## src/design/rsnh_sqrt.sv

```systemverilog
// Iterative square root, one result bit per cycle, of a fixed-point value.
module rsnh_sqrt #(
	parameter int FRAC_BITS = 16
) (
	input  logic              clk,
	input  logic              arst_n,
	input  logic              start,
	input  logic signed [63:0] x,
	output logic              done,
	output logic [31:0]       root
);
	localparam logic [63:0] CAP = 64'hFFFF_FFFF_FFFF_FFFF >> FRAC_BITS;

	logic [63:0] rad_q;
	logic [35:0] rem_q;
	logic [31:0] root_q;
	logic [4:0]  cnt_q;
	logic        run_q;
	logic        done_q;
	logic [63:0] u;
	logic [35:0] rem_sh;
	logic [35:0] trial;
	logic        ge;

	always_comb begin
		if (x <= 64'sd0) begin
			u = '0;
		end else if ($unsigned(x) > CAP) begin
			u = CAP;
		end else begin
			u = $unsigned(x);
		end
		rem_sh = {rem_q[33:0], rad_q[63:62]};
		trial  = {2'b00, root_q, 2'b01};
		ge     = rem_sh >= trial;
	end

	always_ff @(posedge clk or negedge arst_n) begin
		if (!arst_n) begin
			run_q  <= 1'b0;
			cnt_q  <= '0;
			done_q <= 1'b0;
		end else begin
			done_q <= 1'b0;
			if (start) begin
				run_q <= 1'b1;
				cnt_q <= 5'd31;
			end else if (run_q) begin
				cnt_q <= cnt_q - 5'd1;
				if (cnt_q == 5'd0) begin
					run_q  <= 1'b0;
					done_q <= 1'b1;
				end
			end
		end
	end

	always_ff @(posedge clk) begin
		if (start) begin
			rad_q  <= u << FRAC_BITS;
			rem_q  <= '0;
			root_q <= '0;
		end else if (run_q) begin
			rad_q  <= rad_q << 2;
			rem_q  <= ge ? (rem_sh - trial) : rem_sh;
			root_q <= {root_q[30:0], ge};
		end
	end

	assign done = done_q;
	assign root = root_q;

endmodule

```

## config.mk

```make
export PLATFORM = sky130hd
export DESIGN_NAME = rsnh_sqrt
export DESIGN_NICKNAME = d
export VERILOG_FILES = /design/src/design/rsnh_sqrt.sv
export SDC_FILE = /design/constraint.sdc
export NUM_CORES = 1
export LEC_CHECK = 0
export CORE_MARGIN = 8
export CORE_UTILIZATION = 40
export CTS_CLUSTER_DIAMETER = 50
export DETAILED_ROUTE_END_ITERATION = 7
export DONT_BUFFER_PORTS = 1
export PLACE_DENSITY = 0.55
export SLEW_MARGIN = 25
export SYNTH_ARGS = -nofsm -noshare
export SYNTH_HDL_FRONTEND = slang
export SYNTH_SLANG_ARGS = --single-unit
```

## constraint.sdc

```tcl
create_clock -name clk -period 4.55 [get_ports clk]
set_clock_uncertainty 0.1 [all_clocks]
set_input_delay 0.2275 -clock clk [delete_from_list [all_inputs] [get_ports clk]]
set_output_delay 0.2275 -clock clk [all_outputs]
set_load 0.005 [all_outputs]
```

==> results.sh <==
export IMPL_cts_tree="built"
export IMPL_clkTransAtPathRegs_ps=60
export IMPL_tightest_slew_ps=845
export IMPL_avgSynthCellArea_um2=8.89
export IMPL_h_tree_depth=4
export IMPL_crit_chain="inv_1 > ha_1 > a21o_1 > o2bb2ai_1 > o21ai_1 > o41a_1 > a21oi_4 > nor2_2 > buf_4 > nand2_1 > a311oi_1"
export IMPL_min_path_type="input pin to register"
export IMPL_syn_cell_area_um2=7250
export IMPL_remaining_drc_errors=0
export IMPL_initial_core_util_pct=40.5
export IMPL_slowest_delay_ps=530
export IMPL_critPathCapture="rem_q[5]"
export IMPL_crit_type="register to register"
export IMPL_ant_nets=0
export IMPL_status="complete, no violations"
export IMPL_synth_async_reset_ratio_pct=5.79
export IMPL_period_needed_ps=3280
export IMPL_synth_edff_count=48
export IMPL_hpwl_um=13200
export IMPL_ys_warn_count=0
export IMPL_syn_nets=919
export IMPL_seq_area_frac_synth_pct=40.5
export IMPL_firstDrtPassIters=5
export IMPL_synth_top_flop_cell="dfxtp_1"
export IMPL_required_ps=4770
export IMPL_cp_end_kind="register"
export IMPL_grt_max_degree=59
export IMPL_io_buffers=0
export IMPL_r2r_start="root[17]"
export IMPL_r2r_cells=11
export IMPL_post_cts_buffers=0
export IMPL_startpoint_type="register"
export IMPL_cts_sinks=121
export IMPL_power_uw=5400
export IMPL_power_static_leakage_uw=0.00353
export IMPL_diodes=0
export IMPL_cts_hold_buf=49
export IMPL_grt_pass1_wl_um=32100
export IMPL_vdd_drop_max_v=0.000327
export IMPL_min_from="x[43]"
export IMPL_fillers=1710
export IMPL_wl_um=19400
export IMPL_crit_start="root[17]"
export IMPL_grt_ovfl_total=0
export IMPL_drt_iter0_drc=482
export IMPL_ff2ff_setup_slack_ps=1270
export IMPL_ys_types=72
export IMPL_grt_pass1_vias=6327
export IMPL_cts_root_buffer="clkbuf_16"
export IMPL_final_max_slew_viol_count=0
export IMPL_die_area_um2=22700
export IMPL_slew_limit_headroom_pct=43.6
export IMPL_area_growth_pct=17.0
export IMPL_core_area_um2=17900
export IMPL_fmax_ghz=0.305
export IMPL_maxCapViolCount=0
export IMPL_seqCellArea_um2=2940
export IMPL_viasPerCell=5.75
export IMPL_cp_max_fo=18
export IMPL_rsz0062_at_grt="false"
export IMPL_crit_slowest_cell="nor2_2"
export IMPL_pwr_density_cell_nw_per_um2=637
export IMPL_grt_usage_pct=17.6
export IMPL_cts_buffer_depth=2
export IMPL_finalSetupViolations=0
export IMPL_timing_final_crit_share_pct=72.1
export IMPL_io_pins=100
export IMPL_hold_viol=0
export IMPL_die_w_um=151
export IMPL_die_h_um=151
export IMPL_rows=49
export IMPL_tns_ps=0
export IMPL_post_cts_resized=0
export IMPL_cts_buffers=17
export IMPL_routedWlPerCell_um=17.9
export IMPL_cp_arrival_ps=3510
export IMPL_netlist_instances=816
export IMPL_drive_gt1_share_pct=6.88
export IMPL_final_common_cell="nor2_1"
export IMPL_fin_nets=948
export IMPL_antenna_found_initial=0
export IMPL_vias=6254
export IMPL_insertion_delay_ps=420
export IMPL_multi_input_area_um2=3930
export IMPL_final_cell_mix="126 x nor2_1, 82 x nand2_1, 66 x dfxtp_1"
export IMPL_r2r_end="rem_q[5]"
export IMPL_ys_ff_latch=121
export IMPL_routabilityCongestion=0.881
power breakdown:
| group | switching, uW | internal [uW] |
|---|---|---|
| combinational | 1510 | 1100 |
| clock | 551 | 816 |
| sequential | 122 | 1300 |
| total | 2190 | 3220 |
synthesized netlist by cell type (all sizes together) (3+ instances only):
cell type	n	area, um^2
o31ai	4	30.0
nand2	82	308
a21oi	37	200
ha	36	450
o2bb2ai	46	403
inv	47	176
nand4	6	37.5
buf	17	97.6
xnor2	15	131
o21a	10	75.1
o21bai	6	45.0
o211ai	8	70.1
and2	3	22.5
dfxtp	66	1320
xor2	10	87.6
a32oi	5	43.8
nor4	16	100
edfxtp	48	1440
nand2b	4	25.0
a211oi	9	80.1
nor3	12	70.1
or2	4	25.0
o21ai	37	189
mux2i	35	350
clkbuf	28	105
a31oi	4	25.0
or3	4	25.0
nor2b	4	25.0
dfrtp	7	175
and3	7	48.8
nand3	12	72.6
nor2	127	479
a211o	3	26.3
a311oi	20	188
a21o	14	105
metrics by stage:
stage,setup WS (ps),utilization [%],cell area (um^2),hold WS [ps],std cells
2_1_floorplan,1980,-,7250,-168,816
3_3_place_gp,1380,41.3,7390,-168,1006
3_5_place_dp,1290,41.3,7390,-168,1006
4_1_cts,1270,47.4,8480,4.96,1087
5_1_grt,1010,47.4,8480,18.4,1087
6_report,1270,47.4,8480,2.65,1087
cells by family after synthesis:
group | synth area share [%]
flops | 40.5
mux | 4.83
simple gates | 18.1
xor+xnor | 3.02
fa+ha+maj | 6.21
compound gates | 22.1
buf+inv | 5.28
sequential cells by signal (all words and copies together), names as in the netlist:
signal and count:
run_q 1, cnt_q 5, rad_q 48, done 1, rem_q 34, root 32
worst min-delay path by stage:
stage,end,cells past startpoint
6_report,rad_q[59],2
4_1_cts,rad_q[59],2
3_5_place_dp,done,0
3_3_place_gp,done,0
2_1_floorplan,cnt_q[0],0
5_1_grt,rad_q[59],2
per-layer routing:
metal / up-vias / track usage, % / routed length [um]
li1: 3021 / - / -
met1: 2995 / 21.5 / 8420
met2: 201 / 29.2 / 9370
met3: 37 / 4.72 / 1240
met4: 0 / 6.23 / 419
met5: - / 0 / 0
final cells by class:
cell class                      instances  area share [%]
Clock buffer                           17            5.01
Sequential cell                       121            34.7
Tap cell                              229            3.38
Inverter                               48            2.14
Timing Repair Buffer                   55            6.52
Multi-Input combinational cell        602            46.4
Clock inverter                         15            1.92
worst max-delay path: cells and delay by family (launching register included):
kind / cells / cell delay, ps
DFF: 1 / 410
and+or+nand+nor: 2 / 630
buffers and inverters: 2 / 440
AOI/OAI and AO/OA: 6 / 1190
adders and majority gates: 1 / 410
(Power assumes the default switching activity.)
