### src/design/rsnh_pkg.sv
// Shared types, codes and helper functions of the ray scene nearest-hit block.
package rsnh_pkg;

	localparam logic OP_LOAD = 1'b0;
	localparam logic OP_RAY  = 1'b1;

	localparam logic signed [31:0] S32_MAX = 32'sh7FFF_FFFF;
	localparam logic signed [31:0] S32_MIN = 32'sh8000_0000;

	typedef struct packed {
		logic              operation;
		logic [3:0]        entry_index;
		logic signed [31:0] center_x;
		logic signed [31:0] center_y;
		logic signed [31:0] center_z;
		logic [30:0]       sphere_radius;
		logic signed [31:0] origin_x;
		logic signed [31:0] origin_y;
		logic signed [31:0] origin_z;
		logic signed [31:0] dir_x;
		logic signed [31:0] dir_y;
		logic signed [31:0] dir_z;
	} item_t;

	typedef struct packed {
		logic              hit;
		logic              hit_kind;
		logic [3:0]        hit_sphere;
		logic [30:0]       hit_distance;
		logic signed [31:0] hit_x;
		logic signed [31:0] hit_y;
		logic signed [31:0] hit_z;
		logic signed [31:0] normal_x;
		logic signed [31:0] normal_y;
		logic signed [31:0] normal_z;
		logic              checker_parity;
	} result_t;

	typedef struct packed {
		logic signed [31:0] cx;
		logic signed [31:0] cy;
		logic signed [31:0] cz;
		logic [30:0]       r;
	} sph_ent_t;

	typedef enum logic [4:0] {
		ST_IDLE,
		ST_RD,
		ST_LC,
		ST_TCA,
		ST_D2,
		ST_SQ1,
		ST_T,
		ST_HP,
		ST_V,
		ST_VV,
		ST_SQ2,
		ST_DSTART,
		ST_DIV,
		ST_NEXT,
		ST_PLANE,
		ST_PDIV,
		ST_PT,
		ST_PCHK,
		ST_OUT
	} state_t;

	function automatic logic signed [63:0] sx64(input logic signed [31:0] a);
		return $signed({{32{a[31]}}, a});
	endfunction

	function automatic logic signed [31:0] sat32(input logic signed [63:0] v);
		logic signed [31:0] r;
		if (v > sx64(S32_MAX)) begin
			r = S32_MAX;
		end else if (v < sx64(S32_MIN)) begin
			r = S32_MIN;
		end else begin
			r = v[31:0];
		end
		return r;
	endfunction

endpackage

### src/design/rsnh_div.sv
// Iterative restoring divider with a 32-bit signed, saturated quotient.
module rsnh_div (
	input  logic              clk,
	input  logic              arst_n,
	input  logic              start,
	input  logic [63:0]       num,
	input  logic [31:0]       den,
	input  logic              neg,
	output logic              done,
	output logic signed [31:0] quot
);
	import rsnh_pkg::*;

	logic [31:0] rem_q;
	logic [31:0] sh_q;
	logic [31:0] q_q;
	logic [31:0] den_q;
	logic        neg_q;
	logic        ovf_q;
	logic [4:0]  cnt_q;
	logic        run_q;
	logic        done_q;
	logic        ovf;
	logic [32:0] rem2;
	logic [32:0] diff;
	logic        ge;

	always_comb begin
		ovf  = num >= {den, 32'h0};
		rem2 = {rem_q, sh_q[31]};
		diff = rem2 - {1'b0, den_q};
		ge   = rem2 >= {1'b0, den_q};
	end

	always_ff @(posedge clk or negedge arst_n) begin
		if (!arst_n) begin
			run_q  <= 1'b0;
			cnt_q  <= '0;
			done_q <= 1'b0;
		end else begin
			done_q <= 1'b0;
			if (start) begin
				// A quotient that cannot fit is known at once.
				run_q  <= !ovf;
				done_q <= ovf;
				cnt_q  <= 5'd31;
			end else if (run_q) begin
				cnt_q <= cnt_q - 5'd1;
				if (cnt_q == 5'd0) begin
					run_q  <= 1'b0;
					done_q <= 1'b1;
				end
			end
		end
	end

	always_ff @(posedge clk) begin
		if (start) begin
			rem_q <= num[63:32];
			sh_q  <= num[31:0];
			q_q   <= '0;
			den_q <= den;
			neg_q <= neg;
			ovf_q <= ovf;
		end else if (run_q) begin
			rem_q <= ge ? diff[31:0] : rem2[31:0];
			sh_q  <= sh_q << 1;
			q_q   <= {q_q[30:0], ge};
		end
	end

	always_comb begin
		if (ovf_q || q_q[31]) begin
			quot = neg_q ? S32_MIN : S32_MAX;
		end else begin
			quot = neg_q ? -$signed(q_q) : $signed(q_q);
		end
	end

	assign done = done_q;

endmodule

### config.mk
export PLATFORM = sky130hd
export DESIGN_NAME = rsnh_div
export DESIGN_NICKNAME = d
export VERILOG_FILES = /design/src/design/rsnh_pkg.sv /design/src/design/rsnh_div.sv
export SDC_FILE = /design/constraint.sdc
export NUM_CORES = 1
export LEC_CHECK = 0
export BUFFER_PORTS_ARGS = -buffer_cell sky130_fd_sc_hd__buf_2
export CAP_MARGIN = 10
export CORE_MARGIN = 2
export CORE_UTILIZATION = 30
export DETAILED_ROUTE_END_ITERATION = 10
export PLACE_DENSITY = 0.57
export SLEW_MARGIN = 10
export SYNTH_ARGS = -nofsm -noshare
export SYNTH_HDL_FRONTEND = slang
export SYNTH_SLANG_ARGS = --single-unit
### constraint.sdc
create_clock -name clk -period 8.4 [get_ports clk]
set_clock_uncertainty 0.15 [all_clocks]
set_input_delay 1.26 -clock clk [delete_from_list [all_inputs] [get_ports clk]]
set_output_delay 1.26 -clock clk [all_outputs]
set_load 0.01 [all_outputs]
==> results of run 1 <==
cell usage after synthesis, types with 19 or more instances:
master / number
a21o_1: 20
a21oi_1: 59
a31oi_1: 23
clkbuf_1: 39
dfxtp_1: 32
edfxtp_1: 98
ha_1: 67
inv_1: 79
mux2_2: 32
mux2i_1: 34
nand2_1: 99
nand3_1: 19
nor2_1: 103
nor3_1: 24
o21ai_0: 33
xnor2_1: 20
state kept, by name, summed over array words and instances, names as in the netlist:
name,cells
cnt_q,5
den_q,32
done,1
neg_q,1
ovf_q,1
q_q,32
rem_q,32
run_q,1
sh_q,32
power by group:
group          total, mW  internal, mW  switching [mW]
Combinational       1.28         0.516           0.765
Sequential         0.922         0.868          0.0541
Clock              0.725         0.409           0.316
cell type report:
class | count | area share [%]
multi-input combinational | 734 | 46.3
sequential | 137 | 34.6
timing repair buffer | 138 | 6.51
tap | 396 | 4.56
clock buffer | 19 | 3.98
inverter | 79 | 2.73
clock inverter | 13 | 1.13
antenna | 9 | 0.207
worst max-delay path, stage by stage (launching register included):
cell      delay, ps
dfxtp_1         360
or3_1           410
nor3b_1         490
and2_1          290
nand4_1         140
or3_1           400
o41ai_1         280
nand2_1          90
o311ai_1         90
buf_2           180
worst paths after layout:
check | to | slack, ps
max in group asynchronous | run_q$_DFF_PN0_ | 7430
max reg2reg | rem_q[21]$_DFFE_PP_ | 4600
min in group asynchronous | run_q$_DFF_PN0_ | 510
min | cnt_q[4]$_DFFE_PN0P_ | 370
max | quot[30] | 3820
min reg2reg | cnt_q[4]$_DFFE_PN0P_ | 370
metrics by stage:
step                      instance area [um^2]  instances  hold slack, ps
after floorplan                           9300       1005             326
after global placement                   10300       1484             338
after detailed placement                 10300       1484             355
after CTS                                10900       1516             372
after global routing                     10900       1522             414
final                                    10900       1525             368
logic make-up after synthesis:
| logic type | Yosys count |
|---|---|
| flip-flops | 137 |
| buffers and inverters | 134 |
| XOR/XNOR | 37 |
| AO/OA/AOI/OAI | 223 |
| multiplexers | 66 |
| adder cells (fa/ha/maj) | 68 |
| AND/OR/NAND/NOR | 340 |
per-layer routing:
layer  vias to the layer above  track usage [%]  share of wire (%)
met5                         -                0              0.098
met1                      3729             20.3                 48
li1                       3883                -                  -
met2                       210             22.9                 44
met4                         4             6.48                2.3
met3                        38             4.35                6.0
==> impl_metrics.env, run 1 <==
export IMPL_clk_pin_slew_worst_paths_ps=70
export IMPL_drc=0
export IMPL_clock_path_buffers=2
export IMPL_vdd_drop_max_mv=0.153
export IMPL_total_power_mw=2.93
export IMPL_async_flop_share_pct=5.11
export IMPL_tns_ps=0
export IMPL_worst_slew_pin_slew_ps=1010
export IMPL_grt_pass1_vias=7670
export IMPL_cts_setup_buffers=0
export IMPL_pin_count=133
export IMPL_arrival_ps=3170
export IMPL_fin_crit_sh_pct=54.6
export IMPL_synthMuxAreaShare_pct=7.53
export IMPL_synthSimpleGateAreaFrac_pct=17.5
export IMPL_vias=7864
export IMPL_synth_area_leaders="edfxtp_1 32%, ha_1 9.0%, dfxtp_1 6.9%"
export IMPL_seq_area_frac_synth_pct=40.4
export IMPL_r2r_cells=9
export IMPL_critPathRequiredTime_ps=6990
export IMPL_syn_area_per_cell_um2=9.26
export IMPL_overflow=0
export IMPL_drt_total_wl_um=24400
export IMPL_crit_path_start_kind="register"
export IMPL_hpwl_um=17800
export IMPL_synth_area_mm2=0.00930
export IMPL_cts_sinks=137
export IMPL_grt_use_total_pct=15.2
export IMPL_drtPass1Iterations=5
export IMPL_synthAdderAreaFrac_pct=9.23
export IMPL_rsz0062_at_grt="false"
export IMPL_synth_top_family_by_area="simple AND/OR/NAND/NOR gates"
export IMPL_multi_input_area_mm2=0.00504
export IMPL_chipHeight_um=180
export IMPL_postCtsHoldBufs=0
export IMPL_clk_latency_ps=440
export IMPL_crit_start="q_q[2]$_SDFFE_PP0P_"
export IMPL_regArea_mm2=0.00376
export IMPL_yosysTopAreaCellShare_pct=31.6
export IMPL_final_max_slew_viol_count=0
export IMPL_worstHoldPathCells=2
export IMPL_final_util_pct=35.6
export IMPL_cts_htree_levels=4
export IMPL_hp_start="cnt_q[4]$_DFFE_PN0P_"
export IMPL_drtIter0Drc=556
export IMPL_postSynthCellCount=1005
export IMPL_worst_setup_path_type="register to primary output"
export IMPL_setup_ws_ps=3820
export IMPL_layout_common_cells="131 x buf_2, 103 x nor2_1, 99 x nand2_1, 98 x edfxtp_1, 78 x inv_1"
export IMPL_ys_ff_latch=137
export IMPL_cts_tree="built"
export IMPL_finalSetupViolCount=0
export IMPL_crit_fanout=7
export IMPL_max_cap_viol_count=0
export IMPL_rows=64
export IMPL_route_detailed_vias_per_inst=5.16
export IMPL_detail_route_antenna_nets=0
export IMPL_yosysUniqueCellTypes=71
export IMPL_cts_root_buf="clkbuf_16"
export IMPL_cts_inserted_buffers=17
export IMPL_hold_viol_final=0
export IMPL_synth_edf_count=98
export IMPL_die_area_mm2=0.0324
export IMPL_core_area_mm2=0.0306
export IMPL_ys_warn_count=0
export IMPL_grt_pass1_wl_um=40000
export IMPL_synth_xor_area_share_pct=3.48
export IMPL_slew_headroom_pct=32.2
export IMPL_post_cts_resized=0
export IMPL_grt_start_max_net_pins=67
export IMPL_mostFrequentLayoutCell="buf_2"
export IMPL_fmax_mhz=218
export IMPL_antenna_found_initial=11
export IMPL_initial_utilization_pct=30.4
export IMPL_layout_nets=1275
export IMPL_fillerInstances=3152
export IMPL_area_delta_synth_final_pct=16.9
export IMPL_die_w_um=180
export IMPL_power_leakage_nw=4.71
export IMPL_yosys_most_used_dff="edfxtp_1"
export IMPL_place_congestion=0.848
export IMPL_synth_compound_area_share_pct=16.3
export IMPL_synth_nets=1173
export IMPL_r2r_start="rem_q[8]$_DFFE_PP_"
export IMPL_hold_path_class="register to register"
export IMPL_status="completed"
export IMPL_portBuffers=132
export IMPL_min_period_ps=4580
export IMPL_pre_cts_ws_ps=4320
export IMPL_drive_gt1_share_pct=19.3
export IMPL_end_kind="primary output"
export IMPL_synth_largest_area_cell="edfxtp_1"
export IMPL_avgRoutedWirePerCell_um=16.0
export IMPL_power_density_mw_per_mm2=269
Note: power is estimated with default switching activity, not from simulation.
==> inputs of run 2 (changes only) <==
Settings changed: PLACE_DENSITY 0.57 to 0.59.
Clock period 8.4 ns to 4 ns, I/O delays scaled along.
==> run 2 against run 1 <==
Net effect: core utilization grew 0.33 points; first-iteration DRC count decreased by 10%; via count rose by 0.75%; critical path depth increased by 1; flip-flop and latch count did not move; combinational power is 120% higher; worst setup slack lost 3600 ps; routed wire length is 2.9% higher; die area stayed put; clock-buffer cell count shrank 1; global-route usage increased by 0.25 points; non-clock buffer count is 10 higher; critical path type unchanged; largest power group unchanged.
==> impl_metrics.env, run 2 (synthesized netlist as in run 1, its figures left out) <==
export IMPL_fmax_mhz=265
export IMPL_worst_slew_pin_slew_ps=949
export IMPL_ff2ff_setup_slack_ps=510
export IMPL_area_delta_synth_final_pct=18.0
export IMPL_hpwl_um=18600
export IMPL_drt_total_wl_um=25100
export IMPL_top_layer="met5"
export IMPL_setup_ws_ps=229
export IMPL_avgRoutedWirePerCell_um=16.4
export IMPL_hold_path_class="primary input to register"
export IMPL_cts_root_buf="clkbuf_16"
export IMPL_grt_pass1_wl_um=40500
export IMPL_max_cap_viol_count=0
export IMPL_rsz0062_at_grt="false"
export IMPL_route_detailed_vias_per_inst=5.18
export IMPL_fin_crit_sh_pct=94.3
export IMPL_mostFrequentLayoutCell="buf_2"
export IMPL_fin_cells=1530
export IMPL_critPathRequiredTime_ps=3250
export IMPL_post_cts_resized=0
export IMPL_wl_met2_um=11300
export IMPL_initial_utilization_pct=30.4
export IMPL_core_area_mm2=0.0306
export IMPL_place_congestion=0.876
export IMPL_grt_pass1_vias=7660
export IMPL_worst_setup_path_type="register to primary output"
export IMPL_placed_cell_area_mm2=0.0104
export IMPL_dp_cells=1493
export IMPL_timing_hold_ws_ps=198
export IMPL_cts_inserted_buffers=17
export IMPL_cts_tree="built"
export IMPL_cts_sinks=137
export IMPL_chipHeight_um=180
export IMPL_cts_setup_buffers=0
export IMPL_overflow=0
export IMPL_antenna_found_initial=10
export IMPL_detail_route_antenna_nets=0
export IMPL_arrival_ps=3020
export IMPL_slew_headroom_pct=36.7
export IMPL_power_density_mw_per_mm2=575
export IMPL_pin_count=133
export IMPL_layout_nets=1285
export IMPL_crit_path_start_kind="register"
export IMPL_portBuffers=132
export IMPL_grt_use_total_pct=15.4
export IMPL_final_cell_area_mm2=0.0110
export IMPL_dr_wl_met3_um=1550
export IMPL_wl_met1_um=11800
export IMPL_vdd_drop_max_mv=0.379
export IMPL_drive_gt1_share_pct=20.0
export IMPL_end_kind="primary output"
export IMPL_clk_latency_ps=440
export IMPL_final_util_pct=35.9
export IMPL_hold_viol_final=0
export IMPL_layout_common_cells="131 x buf_2, 103 x nor2_1, 99 x nand2_1, 98 x edfxtp_1, 78 x inv_1"
export IMPL_power_leakage_nw=4.78
export IMPL_pre_cts_ws_ps=530
export IMPL_status="completed"
export IMPL_clk_pin_slew_worst_paths_ps=70
export IMPL_total_power_mw=6.32
export IMPL_rows=64
export IMPL_final_max_slew_viol_count=0
export IMPL_drtPass1Iterations=7
export IMPL_drtIter0Drc=499
export IMPL_grt_start_max_net_pins=65
export IMPL_crit_fanout=7
export IMPL_min_period_ps=3770
export IMPL_finalSetupViolCount=0
export IMPL_tns_ps=0
export IMPL_die_w_um=180
export IMPL_cts_htree_levels=4
export IMPL_clock_path_buffers=2
export IMPL_drc=0
export IMPL_vias=7923
export IMPL_die_area_mm2=0.0324
run 2: final timing paths:
path / depth (start not counted) / to / start
min: 1 / den_q[10]$_DFFE_PP_ / den[10]
max: 10 / quot[30] / q_q[2]$_SDFFE_PP0P_
min reg2reg: 2 / q_q[31]$_SDFFE_PP0P_ / q_q[31]$_SDFFE_PP0P_
max in group asynchronous: 2 / run_q$_DFF_PN0_ / arst_n
max reg2reg: 9 / rem_q[28]$_DFFE_PP_ / rem_q[14]$_DFFE_PP_
min in group asynchronous: 2 / cnt_q[3]$_DFFE_PN0P_ / arst_n
run 2: layout make-up:
cell class	instances	area (um^2)
Clock buffer	18	429
Timing Repair Buffer	148	786
Clock inverter	14	163
Inverter	79	297
Sequential cell	137	3760
Tap cell	396	495
Antenna cell	4	10.0
Fill cell	3201	19600
Multi-Input combinational cell	734	5040
run 2: worst max-delay path, stage by stage (launching register included):
cell and delay [ps]:
dfxtp_1 370, or3_1 400, nor3b_1 210, buf_4 170, and2_1 220, nand4_1 160, or3_1 410, o41ai_1 280
nand2_1 100, o311ai_1 90, buf_2 180
run 2: routing by layer:
layer  global-route usage (%)  vias to the layer above
met3                     4.18                       33
met4                     5.26                       12
met2                     24.3                      195
li1                         -                     3916
met1                     20.4                     3767
met5                        0                        -
run 2: power breakdown:
part / total, mW / switching [mW] / internal, mW
combinational: 2.76 / 1.63 / 1.12
clock: 1.62 / 0.682 / 0.936
sequential: 1.94 / 0.120 / 1.82
total: 6.32 / 2.43 / 3.88
run 2: repair_timing:
item	4_1_cts	5_1_grt
setup endpoints to repair	0	0
hold endpoints to repair	7	0
hold buffers	1	0
